==> src/design/ets_pkg.sv <==
// Shared types, constants and helpers for the expression token scanner.
// Used by ets_scan, ets_queue and expression_token_scanner_top; no dependencies.
package ets_pkg;

    localparam int NAME_BUFFER = 64;
    localparam int POS_WIDTH   = 16;
    localparam int NLEN_W      = $clog2(NAME_BUFFER);
    localparam int TOK_W       = 16;

    localparam int QUEUE_DEPTH = 4;
    localparam int QPTR_W      = $clog2(QUEUE_DEPTH);
    localparam int QCNT_W      = $clog2(QUEUE_DEPTH + 1);

    localparam logic [POS_WIDTH-1:0] POS_MAX = {POS_WIDTH{1'b1}};

    localparam logic [7:0] BYTE_END  = 8'h00;
    localparam logic [7:0] MARK_B0   = 8'hEF;
    localparam logic [7:0] MARK_B1   = 8'hBB;
    localparam logic [7:0] MARK_B2   = 8'hBF;
    localparam logic [7:0] HIGH_BYTE = 8'h80;

    localparam logic [3:0] KIND_END     = 4'd0;
    localparam logic [3:0] KIND_NUMBER  = 4'd1;
    localparam logic [3:0] KIND_NAME    = 4'd2;
    localparam logic [3:0] KIND_PLUS    = 4'd3;
    localparam logic [3:0] KIND_MINUS   = 4'd4;
    localparam logic [3:0] KIND_STAR    = 4'd5;
    localparam logic [3:0] KIND_SLASH   = 4'd6;
    localparam logic [3:0] KIND_CARET   = 4'd7;
    localparam logic [3:0] KIND_LPAREN  = 4'd8;
    localparam logic [3:0] KIND_RPAREN  = 4'd9;
    localparam logic [3:0] KIND_BANG    = 4'd10;
    localparam logic [3:0] KIND_COMMA   = 4'd11;
    localparam logic [3:0] KIND_EQUAL   = 4'd12;
    localparam logic [3:0] KIND_INVALID = 4'd13;

    localparam logic [2:0] ERR_NONE      = 3'd0;
    localparam logic [2:0] ERR_NO_DIGITS = 3'd1;
    localparam logic [2:0] ERR_BARE_EXP  = 3'd2;
    localparam logic [2:0] ERR_LONG_NAME = 3'd3;
    localparam logic [2:0] ERR_UNKNOWN   = 3'd4;

    typedef enum logic [8:0] {
        MODE_IDLE     = 9'b000000001,
        MODE_INT      = 9'b000000010,
        MODE_DOT      = 9'b000000100,
        MODE_FRAC     = 9'b000001000,
        MODE_EXP_E    = 9'b000010000,
        MODE_EXP_SIGN = 9'b000100000,
        MODE_EXP_DIG  = 9'b001000000,
        MODE_NAME     = 9'b010000000,
        MODE_ERROR    = 9'b100000000
    } mode_t;

    typedef enum logic [3:0] {
        MARK_NONE = 4'b0001,
        MARK_EF   = 4'b0010,
        MARK_EFBB = 4'b0100,
        MARK_DONE = 4'b1000
    } mark_t;

    typedef struct packed {
        logic [3:0]       kind;
        logic [2:0]       code;
        logic [TOK_W-1:0] start;
        logic [TOK_W-1:0] length;
        logic             last;
    } token_t;

    typedef struct packed {
        logic [1:0] count;
        token_t     tok0;
        token_t     tok1;
    } scan_res_t;

    function automatic logic [TOK_W-1:0] cap_pos(input logic [POS_WIDTH-1:0] v);
        logic [TOK_W-1:0] r;
        if (POS_WIDTH > TOK_W && v > POS_WIDTH'({TOK_W{1'b1}})) begin
            r = {TOK_W{1'b1}};
        end else begin
            r = TOK_W'(v);
        end
        return r;
    endfunction

    function automatic token_t mk_tok(input logic [3:0] kind, input logic [2:0] code,
                                      input logic [TOK_W-1:0] start,
                                      input logic [TOK_W-1:0] length, input logic last);
        token_t t;
        t.kind   = kind;
        t.code   = code;
        t.start  = start;
        t.length = length;
        t.last   = last;
        return t;
    endfunction

    // KIND_INVALID when the byte is no operator
    function automatic logic [3:0] op_kind(input logic [7:0] b);
        logic [3:0] k;
        unique case (b)
            8'h2B:   k = KIND_PLUS;
            8'h2D:   k = KIND_MINUS;
            8'h2A:   k = KIND_STAR;
            8'h2F:   k = KIND_SLASH;
            8'h5E:   k = KIND_CARET;
            8'h28:   k = KIND_LPAREN;
            8'h29:   k = KIND_RPAREN;
            8'h21:   k = KIND_BANG;
            8'h2C:   k = KIND_COMMA;
            8'h3D:   k = KIND_EQUAL;
            default: k = KIND_INVALID;
        endcase
        return k;
    endfunction

endpackage

==> src/design/ets_scan.sv <==
// Scanner core: mode, position and mark registers plus the per-byte next-state
// and token logic. Depends on ets_pkg.
module ets_scan (
    input  logic              aclk,
    input  logic              aresetn,
    input  logic              take,
    input  logic [7:0]        byte_in,
    output ets_pkg::scan_res_t res
);

    ets_pkg::mode_t                    mode_reg, mode_next;
    ets_pkg::mark_t                    mark_reg, mark_next;
    logic [ets_pkg::POS_WIDTH-1:0]     pos_reg, pos_next;
    logic [ets_pkg::POS_WIDTH-1:0]     pend_reg, pend_next;
    logic [ets_pkg::NLEN_W-1:0]        nlen_reg, nlen_next;

    logic [ets_pkg::POS_WIDTH-1:0]     pos_inc;
    logic [ets_pkg::POS_WIDTH-1:0]     num_len;
    logic is_dig, is_alpha, is_space, is_dot, is_e, is_sign, is_end;
    logic name_first, name_part, name_full;
    logic [3:0] op;

    assign pos_inc    = (pos_reg == ets_pkg::POS_MAX) ? pos_reg : pos_reg + 1'b1;
    assign num_len    = pos_reg - pend_reg;
    assign is_dig     = byte_in >= 8'h30 && byte_in <= 8'h39;
    assign is_alpha   = (byte_in >= 8'h41 && byte_in <= 8'h5A) ||
                        (byte_in >= 8'h61 && byte_in <= 8'h7A);
    assign is_space   = (byte_in >= 8'h09 && byte_in <= 8'h0D) || byte_in == 8'h20;
    assign is_dot     = byte_in == 8'h2E;
    assign is_e       = byte_in == 8'h65 || byte_in == 8'h45;
    assign is_sign    = byte_in == 8'h2B || byte_in == 8'h2D;
    assign is_end     = byte_in == ets_pkg::BYTE_END;
    assign name_first = byte_in == 8'h5F || is_alpha || byte_in >= ets_pkg::HIGH_BYTE;
    assign name_part  = name_first || is_dig;
    assign name_full  = nlen_reg == ets_pkg::NLEN_W'(ets_pkg::NAME_BUFFER - 1);
    assign op         = ets_pkg::op_kind(byte_in);

    always_comb begin
        logic            skip;
        logic            start;
        logic            fail;
        logic [2:0]      fail_code;
        logic            a_v;
        logic            b_v;
        ets_pkg::token_t a_tok;
        ets_pkg::token_t b_tok;

        mode_next = mode_reg;
        mark_next = mark_reg;
        pos_next  = pos_reg;
        pend_next = pend_reg;
        nlen_next = nlen_reg;
        skip      = 1'b0;
        start     = 1'b0;
        fail      = 1'b0;
        fail_code = ets_pkg::ERR_NONE;
        a_v       = 1'b0;
        b_v       = 1'b0;
        a_tok     = '0;
        b_tok     = '0;

        unique case (mark_reg)
            ets_pkg::MARK_NONE: begin
                if (byte_in == ets_pkg::MARK_B0) begin
                    mark_next = ets_pkg::MARK_EF;
                    mode_next = ets_pkg::MODE_NAME;
                    pend_next = pos_reg;
                    nlen_next = ets_pkg::NLEN_W'(1);
                    pos_next  = pos_inc;
                    skip      = 1'b1;
                end else begin
                    mark_next = ets_pkg::MARK_DONE;
                end
            end
            ets_pkg::MARK_EF: begin
                mark_next = (byte_in == ets_pkg::MARK_B1) ? ets_pkg::MARK_EFBB
                                                          : ets_pkg::MARK_DONE;
            end
            ets_pkg::MARK_EFBB: begin
                mark_next = ets_pkg::MARK_DONE;
                if (byte_in == ets_pkg::MARK_B2) begin
                    mode_next = ets_pkg::MODE_IDLE;
                    nlen_next = '0;
                    pos_next  = pos_inc;
                    skip      = 1'b1;
                end
            end
            default: ;
        endcase

        if (!skip) begin
            unique case (mode_reg)
                ets_pkg::MODE_INT, ets_pkg::MODE_FRAC: begin
                    if (is_dig) begin
                        pos_next = pos_inc;
                    end else if (is_dot && mode_reg == ets_pkg::MODE_INT) begin
                        mode_next = ets_pkg::MODE_FRAC;
                        pos_next  = pos_inc;
                    end else if (is_e) begin
                        mode_next = ets_pkg::MODE_EXP_E;
                        pos_next  = pos_inc;
                    end else begin
                        a_v   = 1'b1;
                        a_tok = ets_pkg::mk_tok(ets_pkg::KIND_NUMBER, ets_pkg::ERR_NONE,
                                                ets_pkg::cap_pos(pend_reg),
                                                ets_pkg::cap_pos(num_len), 1'b0);
                        start = 1'b1;
                    end
                end
                ets_pkg::MODE_DOT: begin
                    if (is_dig) begin
                        mode_next = ets_pkg::MODE_FRAC;
                        pos_next  = pos_inc;
                    end else begin
                        fail      = 1'b1;
                        fail_code = ets_pkg::ERR_NO_DIGITS;
                    end
                end
                ets_pkg::MODE_EXP_E, ets_pkg::MODE_EXP_SIGN: begin
                    if (is_sign && mode_reg == ets_pkg::MODE_EXP_E) begin
                        mode_next = ets_pkg::MODE_EXP_SIGN;
                        pos_next  = pos_inc;
                    end else if (is_dig) begin
                        mode_next = ets_pkg::MODE_EXP_DIG;
                        pos_next  = pos_inc;
                    end else begin
                        fail      = 1'b1;
                        fail_code = ets_pkg::ERR_BARE_EXP;
                    end
                end
                ets_pkg::MODE_EXP_DIG: begin
                    if (is_dig) begin
                        pos_next = pos_inc;
                    end else begin
                        a_v   = 1'b1;
                        a_tok = ets_pkg::mk_tok(ets_pkg::KIND_NUMBER, ets_pkg::ERR_NONE,
                                                ets_pkg::cap_pos(pend_reg),
                                                ets_pkg::cap_pos(num_len), 1'b0);
                        start = 1'b1;
                    end
                end
                ets_pkg::MODE_NAME: begin
                    if (name_part) begin
                        if (name_full) begin
                            fail      = 1'b1;
                            fail_code = ets_pkg::ERR_LONG_NAME;
                        end else begin
                            nlen_next = nlen_reg + 1'b1;
                            pos_next  = pos_inc;
                        end
                    end else begin
                        a_v       = 1'b1;
                        a_tok     = ets_pkg::mk_tok(ets_pkg::KIND_NAME, ets_pkg::ERR_NONE,
                                                    ets_pkg::cap_pos(pend_reg),
                                                    ets_pkg::TOK_W'(nlen_reg), 1'b0);
                        nlen_next = '0;
                        start     = 1'b1;
                    end
                end
                ets_pkg::MODE_ERROR: begin
                    if (is_end) begin
                        mode_next = ets_pkg::MODE_IDLE;
                        mark_next = ets_pkg::MARK_NONE;
                        pos_next  = '0;
                        pend_next = '0;
                        nlen_next = '0;
                    end else begin
                        pos_next = pos_inc;
                    end
                end
                default: start = 1'b1;
            endcase
        end

        if (fail) begin
            a_v   = 1'b1;
            a_tok = ets_pkg::mk_tok(ets_pkg::KIND_INVALID, fail_code,
                                    ets_pkg::cap_pos(pend_reg), '0, 1'b1);
        end

        if (start) begin
            if (is_end) begin
                b_v   = 1'b1;
                b_tok = ets_pkg::mk_tok(ets_pkg::KIND_END, ets_pkg::ERR_NONE,
                                        ets_pkg::cap_pos(pos_reg), '0, 1'b1);
            end else begin
                pend_next = pos_reg;
                pos_next  = pos_inc;
                if (is_space) begin
                    mode_next = ets_pkg::MODE_IDLE;
                end else if (is_dig) begin
                    mode_next = ets_pkg::MODE_INT;
                end else if (is_dot) begin
                    mode_next = ets_pkg::MODE_DOT;
                end else if (name_first) begin
                    mode_next = ets_pkg::MODE_NAME;
                    nlen_next = ets_pkg::NLEN_W'(1);
                end else if (op == ets_pkg::KIND_INVALID) begin
                    b_v       = 1'b1;
                    b_tok     = ets_pkg::mk_tok(ets_pkg::KIND_INVALID, ets_pkg::ERR_UNKNOWN,
                                                ets_pkg::cap_pos(pos_reg), '0, 1'b1);
                    mode_next = ets_pkg::MODE_ERROR;
                end else begin
                    b_v       = 1'b1;
                    b_tok     = ets_pkg::mk_tok(op, ets_pkg::ERR_NONE,
                                                ets_pkg::cap_pos(pos_reg), '0, 1'b0);
                    mode_next = ets_pkg::MODE_IDLE;
                end
            end
        end

        // terminator while failing, or end token: back to reset state
        if ((fail || start) && is_end) begin
            mode_next = ets_pkg::MODE_IDLE;
            mark_next = ets_pkg::MARK_NONE;
            pos_next  = '0;
            pend_next = '0;
            nlen_next = '0;
        end else if (fail) begin
            mode_next = ets_pkg::MODE_ERROR;
            pos_next  = pos_inc;
        end

        res.count = 2'(a_v) + 2'(b_v);
        res.tok0  = a_v ? a_tok : b_tok;
        res.tok1  = b_tok;
    end

    always_ff @(posedge aclk) begin
        if (!aresetn) begin
            mode_reg <= ets_pkg::MODE_IDLE;
            mark_reg <= ets_pkg::MARK_NONE;
            pos_reg  <= '0;
            pend_reg <= '0;
            nlen_reg <= '0;
        end else if (take) begin
            mode_reg <= mode_next;
            mark_reg <= mark_next;
            pos_reg  <= pos_next;
            pend_reg <= pend_next;
            nlen_reg <= nlen_next;
        end
    end

endmodule

==> src/design/ets_queue.sv <==
// Small token queue: takes up to two tokens per cycle, hands out one while out_ready is high.
// Depends on ets_pkg.
module ets_queue (
    input  logic               aclk,
    input  logic               aresetn,
    input  logic               push,
    input  ets_pkg::scan_res_t push_res,
    output logic               in_ready,
    output logic               out_valid,
    input  logic               out_ready,
    output ets_pkg::token_t    out_tok
);

    ets_pkg::token_t               mem_reg [ets_pkg::QUEUE_DEPTH];
    logic [ets_pkg::QPTR_W-1:0]    wr_reg, rd_reg;
    logic [ets_pkg::QCNT_W-1:0]    cnt_reg;
    logic [1:0]                    n_push;
    logic                          pop;
    logic [ets_pkg::QPTR_W-1:0]    wr_plus1;

    assign n_push    = push ? push_res.count : 2'd0;
    assign pop       = out_valid && out_ready;
    assign wr_plus1  = wr_reg + 1'b1;
    assign in_ready  = cnt_reg <= ets_pkg::QCNT_W'(ets_pkg::QUEUE_DEPTH - 2);
    assign out_valid = cnt_reg != '0;
    assign out_tok   = mem_reg[rd_reg];

    always_ff @(posedge aclk) begin
        if (n_push != 2'd0) begin
            mem_reg[wr_reg] <= push_res.tok0;
        end
        if (n_push == 2'd2) begin
            mem_reg[wr_plus1] <= push_res.tok1;
        end
    end

    always_ff @(posedge aclk) begin
        if (!aresetn) begin
            wr_reg  <= '0;
            rd_reg  <= '0;
            cnt_reg <= '0;
        end else begin
            wr_reg  <= wr_reg + ets_pkg::QPTR_W'(n_push);
            rd_reg  <= rd_reg + ets_pkg::QPTR_W'(pop);
            cnt_reg <= cnt_reg + ets_pkg::QCNT_W'(n_push) - ets_pkg::QCNT_W'(pop);
        end
    end

endmodule

==> src/design/expression_token_scanner_top.sv <==
// Expression token scanner: one character byte per input item, tokens out.
// A byte is taken in every cycle while s_tready is high; its tokens (none,
// one or two) are written into a four-entry output queue and show on m_*
// from the queue registers, in order. A byte that closes a number or name and also starts an
// operator, the end or an invalid token yields two tokens, which leave one
// at a time; s_tready drops while fewer than two queue entries are free.
// Depends on ets_pkg, ets_scan and ets_queue.
module expression_token_scanner_top (
    input  logic        aclk,
    input  logic        aresetn,
    input  logic        s_tvalid,
    output logic        s_tready,
    input  logic [7:0]  s_tdata,   // [7:0] byte_req
    output logic        m_tvalid,
    input  logic        m_tready,
    output logic [39:0] m_tdata,   // [3:0] token_kind, [6:4] error_code,
                                   // [22:7] token_start, [38:23] token_length
    output logic        m_tlast
);

    ets_pkg::scan_res_t res;
    ets_pkg::token_t    tok;
    logic               take;

    assign take = s_tvalid && s_tready;

    ets_scan u_scan (
        .aclk    (aclk),
        .aresetn (aresetn),
        .take    (take),
        .byte_in (s_tdata),
        .res     (res)
    );

    ets_queue u_queue (
        .aclk      (aclk),
        .aresetn   (aresetn),
        .push      (take),
        .push_res  (res),
        .in_ready  (s_tready),
        .out_valid (m_tvalid),
        .out_ready (m_tready),
        .out_tok   (tok)
    );

    assign m_tdata = {1'b0, tok.length, tok.start, tok.code, tok.kind};
    assign m_tlast = tok.last;

endmodule

==> config.mk <==
export PLATFORM = sky130hd
export DESIGN_NAME = expression_token_scanner_top
export DESIGN_NICKNAME = d
export VERILOG_FILES = /design/src/design/ets_pkg.sv /design/src/design/ets_scan.sv /design/src/design/ets_queue.sv /design/src/design/expression_token_scanner_top.sv
export SDC_FILE = /design/constraint.sdc
export NUM_CORES = 1
export LEC_CHECK = 0
export ABC_AREA = 1
export BUFFER_PORTS_ARGS = -buffer_cell sky130_fd_sc_hd__buf_2
export CAP_MARGIN = 20
export CORE_ASPECT_RATIO = 0.6
export CORE_UTILIZATION = 60
export CTS_BUF_LIST = sky130_fd_sc_hd__clkbuf_16
export DETAILED_ROUTE_END_ITERATION = 6
export HOLD_SLACK_MARGIN = 0.05
export PLACE_DENSITY = 0.78
export SYNTH_ARGS = -nofsm -noshare
export SYNTH_HDL_FRONTEND = slang
export SYNTH_SLANG_ARGS = --single-unit
export TNS_END_PERCENT = 100
==> constraint.sdc <==
create_clock -name aclk -period 10.16 [get_ports aclk]
set_clock_uncertainty 0.05 [all_clocks]
set_input_delay 1.016 -clock aclk [delete_from_list [all_inputs] [get_ports aclk]]
set_output_delay 1.016 -clock aclk [all_outputs]
set_load 0.005 [all_outputs]
==> results of run 1 <==
cell usage after synthesis (all sizes together):
cell,number
a211oi,4
a21boi,1
a21o,1
a21oi,82
a22o,13
a22oi,3
a31oi,2
a32o,4
and2,1
buf,20
clkbuf,64
clkinv,1
conb,1
dfxtp,130
edfxtp,88
fa,2
ha,23
inv,154
nand2,416
nand3,99
nand4,21
nor2,169
nor3,30
nor3b,1
nor4,6
o2111ai,6
o211ai,5
o21a,2
o21ai,253
o22ai,46
o2bb2ai,1
o311ai,1
o31ai,2
or2,6
xnor2,5
xor2,16
routing by layer:
metal | up-vias | GRT usage | share of wire
li1 | 5711 | - | -
met1 | 5651 | 0.540 | 0.46
met2 | 723 | 0.512 | 0.42
met3 | 65 | 0.0509 | 0.10
met4 | 0 | 0.0907 | 0.023
met5 | - | 0 | 0
worst paths after layout:
| kind | endpoint | slack (ns) | cells after the start |
|---|---|---|---|
| max | u_queue.mem_reg[0][23] | 5.17 | 19 |
| min | u_queue.mem_reg[2][15] | 0.41 | 2 |
| max reg2reg | u_queue.mem_reg[2][26] | 5.32 | 18 |
| min reg2reg | u_queue.mem_reg[2][15] | 0.41 | 2 |
power by group through the flow:
stage | Clock, mW | Sequential [mW] | Combinational, mW
after floorplan | 0 | 0.979 | 0.479
after detailed placement | 0 | 0.990 | 0.728
final | 0.798 | 0.972 | 0.755
after global routing | 0.836 | 0.975 | 0.816
after CTS | 0.798 | 0.971 | 0.734
after global placement | 0 | 0.990 | 0.718
final cells by class:
type	count	area (µm²)
inverter	155	584
clock inverter	17	120
multi-input combinational	1222	6170
clock buffer	23	576
fill	1704	6550
timing repair buffer	73	483
tap	273	342
sequential	218	5250
worst register-to-register path, cell delays in order, from the launching register on:
cell     delay (ns)
dfxtp_1        0.47
nand2_1        0.08
nor2_1         0.12
nand2_1        0.08
nor2_2         0.28
nand4_2        0.24
nand4_2        0.21
nand2_2        0.13
nor2_4         0.39
ha_1           0.24
inv_1          0.04
nor2_1         0.21
inv_1          0.12
nor2_1         0.10
inv_1          0.10
nor3_2         0.53
nor2_1         0.09
buf_4          0.24
inv_1          0.72
stage by stage:
step,cells,hold slack (ns)
finish,1981,0.407
global route,1981,0.425
CTS,1978,0.407
detailed placement,1938,0.391
global placement,1936,0.383
floorplan,1679,0.373
logic make-up after synthesis:
| kind of cell | synth area share |
|---|---|
| fa+ha+maj | 0.0266 |
| xor+xnor | 0.0149 |
| other cells | 0.000304 |
| buf+inv | 0.0773 |
| flops | 0.425 |
| compound gates | 0.196 |
| simple gates | 0.260 |
==> results.sh, run 1 <==
export IMPL_seq_area_frac_synth=0.425
export IMPL_overflow=0
export IMPL_post_route_period_util=0.491
export IMPL_outcome="complete, no violations"
export IMPL_rsz0062_at_grt="no"
export IMPL_clock_path_buffers=3
export IMPL_synth_cells=1679
export IMPL_clock_latency_ns=0.51
export IMPL_viasPerCell=6.13
export IMPL_crit_arrival_ns=5.07
export IMPL_cts_htree_levels=1
export IMPL_grt_usage=0.351
export IMPL_cp_max_fo=22
export IMPL_yosysWarnings=0
export IMPL_max_slew_worst_pin_slew_ns=1.07
export IMPL_synth_top_area_frac=0.214
export IMPL_endpoint_kind="register"
export IMPL_hold_path_startpoint="u_queue.mem_reg[2][15]"
export IMPL_dp_hpwl_mm=25.9
export IMPL_final_util=0.674
export IMPL_synth_area_um2=12300
export IMPL_num_rows=40
export IMPL_required_ns=10.24
export IMPL_swShare=0.360
export IMPL_io_buffers=53
export IMPL_relSlewSlack=0.288
export IMPL_post_place_ws_ns=4.72
export IMPL_startpoint="s_tdata[7]"
export IMPL_cts_hold_buf=0
export IMPL_dpl_cell_area_um2=12800
export IMPL_first_pass_iters=5
export IMPL_crit_chain="buf_2 > inv_1 > nand2_2 > nor2_4 > nand2_1 > nand2_1 > nand3_1 > nand3_1 > nand3_2 > nand2_4 > nand2_4 > ha_1 > inv_1 > nor2_1 > nor2_1 > nor3_2 > nor2_1 > buf_4 > inv_1"
export IMPL_synth_area_leader_cell="edfxtp_1"
export IMPL_fmax_mhz=200
export IMPL_power_leakage_nw=5.46
export IMPL_num_vias=12150
export IMPL_crit_type="input pin to register"
export IMPL_routabilityCongestion=1.00
export IMPL_ant_nets=0
export IMPL_numCtsBuffers=22
export IMPL_grt_pass1_vias=10892
export IMPL_syn_nets=1716
export IMPL_vdd_drop_max_mv=0.166
export IMPL_ctsResizeCount=0
export IMPL_final_cell_mix="nand2_1 (406), o21ai_0 (162), nor2_1 (157)"
export IMPL_drv_cap=0
export IMPL_drive_gt1_frac=0.107
export IMPL_cpMaxStageDelayCell="inv_1"
export IMPL_p_int_mw=1.62
export IMPL_finalSetupTns_ns=0
export IMPL_areaGrowthSynthToFinish_pct=9.51
export IMPL_grt_max_degree=83
export IMPL_hp_class="register to register"
export IMPL_layout_commonest_cell="nand2_1"
export IMPL_drc_errors=0
export IMPL_fin_crit_ns=4.99
export IMPL_clock_power_share=0.316
export IMPL_largest_register_ffs=160
export IMPL_antenna_cells=0
export IMPL_synth_area_leaders="edfxtp_1 (21%), dfxtp_1 (21%), nand2_1 (12%)"
export IMPL_p_seq_frac=0.385
export IMPL_setup_viol=0
export IMPL_drt_iter0_markers=1581
export IMPL_slew_violations=0
export IMPL_grt_pass1_wl_mm=59.1
export IMPL_synth_avg_cell_area_um2=7.35
export IMPL_initial_core_util=0.615
export IMPL_critPathTopFamily="simple AND/OR/NAND/NOR gates"
export IMPL_wl_per_cell_um=19.0
export IMPL_power_total_mw=2.53
export IMPL_rr_startpoint="u_scan.mode_reg[7]"
export IMPL_design_area_um2=13500
export IMPL_max_stage_delay_ns=0.80
export IMPL_powerDensity_nw_per_um2=187
export IMPL_antenna_found_initial=0
export IMPL_cts_tree="done"
export IMPL_worstSetupStartpointType="input pin"
export IMPL_finalWirelength_mm=37.6
export IMPL_clk_pin_slew_ns=0.06
export IMPL_ios=55
export IMPL_coreArea_um2=20100
export IMPL_root_buffer="clkbuf_16"
export IMPL_combPwrFrac=0.299
export IMPL_post_cts_buffers=0
export IMPL_ys_types=54
export IMPL_die_area_um2=21200
export IMPL_synth_seq_cells=218
export IMPL_hold_viol=0
export IMPL_die_h_um=113
export IMPL_fp_dieW_um=187
export IMPL_design_final_nets=1729
export IMPL_critPathBufInv=5
export IMPL_p_sw_uw=910
export IMPL_cts_sinks=218
export IMPL_setup_ws_ns=5.17
Note: power is estimated with default switching activity, not from simulation.
==> run 2, diff against run 1 <==
- clock period: 10.16 -> 4.7 ns (I/O delays scaled with it)
==> run 2 against run 1 <==
  * Critical path depth shrank 2
  * Core utilization shrank 0.62 points
  * Register-to-register slack lost 4.8 ns
  * Clock power grew 97%
  * Worst hold slack lost 0.15 ns
  * Count of clock-buffer cells in the layout shrank 2
  * Sequential cell count is the same
  * Setup slack lost 4.6 ns
  * Highest routed layer unchanged
==> results.sh, run 2 (synthesis results as in run 1) <==
export IMPL_critPathBufInv=3
export IMPL_crit_arrival_ns=4.27
export IMPL_cp_num_cells=17
export IMPL_grt_pass1_vias=11016
export IMPL_slew_violations=0
export IMPL_hold_viol=0
export IMPL_die_h_um=113
export IMPL_ios=55
export IMPL_max_stage_delay_ns=0.57
export IMPL_ant_nets=0
export IMPL_hold_path_depth=3
export IMPL_critical_path_most_common_cell="nor2_1"
export IMPL_io_buffers=53
export IMPL_numCtsBuffers=21
export IMPL_viasPerCell=6.10
export IMPL_hp_class="input pin to register"
export IMPL_fin_crit_ns=4.16
export IMPL_cpMaxStageDelayCell="nor3_2"
export IMPL_rsz0062_at_grt="no"
export IMPL_powerDensity_nw_per_um2=394
export IMPL_max_slew_worst_pin_slew_ns=1.12
export IMPL_die_area_um2=21200
export IMPL_antenna_found_initial=0
export IMPL_areaGrowthSynthToFinish_pct=8.49
export IMPL_dp_hpwl_mm=26.0
export IMPL_routabilityCongestion=1.02
export IMPL_place_inst=1945
export IMPL_cts_tree="done"
export IMPL_power_total_mw=5.28
export IMPL_overflow=0
export IMPL_finalSetupTns_ns=0
export IMPL_design_final_nets=1733
export IMPL_setup_viol=0
export IMPL_fp_dieW_um=187
export IMPL_final_cell_mix="nand2_1 (406), o21ai_0 (162), nor2_1 (157)"
export IMPL_critPathTopFamily="simple AND/OR/NAND/NOR gates"
export IMPL_clock_path_buffers=3
export IMPL_stdcell_count=1982
export IMPL_endpoint_kind="register"
export IMPL_num_vias=12100
export IMPL_crit_chain="ha_1 > nand2_1 > nor2_1 > nand2_1 > nor2_1 > nand3_2 > nand3_2 > nand2_4 > nand2_4 > ha_1 > inv_1 > nor2_1 > nor2_1 > nor3_2 > nor2_1 > inv_1 > buf_4"
export IMPL_fillCellCount=1767
export IMPL_grt_pass1_wl_mm=60.4
export IMPL_vdd_drop_max_mv=0.435
export IMPL_largest_register_ffs=160
export IMPL_initial_core_util=0.615
export IMPL_cts_hold_buf=0
export IMPL_setup_ws_ns=0.544
export IMPL_antenna_cells=0
export IMPL_drv_cap=0
export IMPL_crit_type="register to register"
export IMPL_post_cts_buffers=0
export IMPL_cts_htree_levels=1
export IMPL_drc_errors=0
export IMPL_post_place_ws_ns=0.532
export IMPL_num_rows=40
export IMPL_wl_per_cell_um=19.1
export IMPL_cp_max_fo=22
export IMPL_relSlewSlack=0.252
export IMPL_required_ns=4.82
export IMPL_power_leakage_nw=5.41
export IMPL_finalWirelength_mm=37.8
export IMPL_cts_sinks=218
export IMPL_coreArea_um2=20100
export IMPL_layout_commonest_cell="nand2_1"
export IMPL_r2r_cells=17
export IMPL_first_pass_iters=6
export IMPL_ctsResizeCount=0
export IMPL_post_route_period_util=0.884
export IMPL_grt_usage=0.358
export IMPL_root_buffer="clkbuf_16"
export IMPL_clock_latency_ns=0.52
export IMPL_drt_iter0_markers=1410
export IMPL_holdWs_ns=0.258
export IMPL_multi_input_area_um2=6170
export IMPL_drive_gt1_frac=0.106
export IMPL_worstSetupStartpointType="register"
export IMPL_clk_pin_slew_ns=0.07
export IMPL_regArea_um2=5250
export IMPL_grt_max_degree=82
export IMPL_outcome="complete, no violations"
export IMPL_fmax_mhz=241
==> run 2: changes by cell type in the layout (fill, tap and decap cells not counted) <==
cell	change
buf_8	-1
inv_1	+1
clkinv_2	-3
buf_16	-3
clkbuf_16	-2
buf_4	+9
inv_2	+1
clkinv_1	+1
bufinv_16	-1
inv_8	-1
==> run 2: worst paths after layout <==
path                          startpoint                endpoint  slack, ns
hold / removal                   aresetn       u_queue.wr_reg[0]       0.26
setup reg to reg      u_scan.nlen_reg[0]   u_queue.mem_reg[0][0]       0.54
setup / recovery      u_scan.nlen_reg[0]   u_queue.mem_reg[0][0]       0.54
hold reg to reg   u_queue.mem_reg[1][10]  u_queue.mem_reg[1][10]       0.40
==> run 2: final cells by class <==
cell class | instances | area share
multi-input combinational | 1222 | 0.461
sequential | 218 | 0.392
inverter | 155 | 0.0436
clock buffer | 21 | 0.0392
timing repair buffer | 78 | 0.0338
tap | 273 | 0.0255
clock inverter | 15 | 0.00560
==> run 2: metrics by stage <==
stage / util / cell area [µm²]
floorplan: - / 12300
global placement: 0.637 / 12800
detailed placement: 0.637 / 12800
CTS: 0.667 / 13400
global route: 0.667 / 13400
finish: 0.667 / 13400
==> run 2: power by group <==
group	total (mW)	switching (mW)	internal, mW
clock	1.57	0.754	0.814
sequential	2.10	0.0624	2.04
combinational	1.61	1.10	0.504
==> run 2: worst min-delay path, cell delays in order <==
cell,delay (ns)
buf_2,0.19
nand2_1,0.09
inv_1,0.04
==> run 2: routing by layer <==
layer	part of all wire	up-vias	wire length [µm]	global-route usage
met5	0	-	0	0
met4	0.019	0	722	0.0831
met3	0.13	63	4920	0.0862
met2	0.41	746	15400	0.515
met1	0.44	5577	16800	0.537
li1	-	5714	-	-
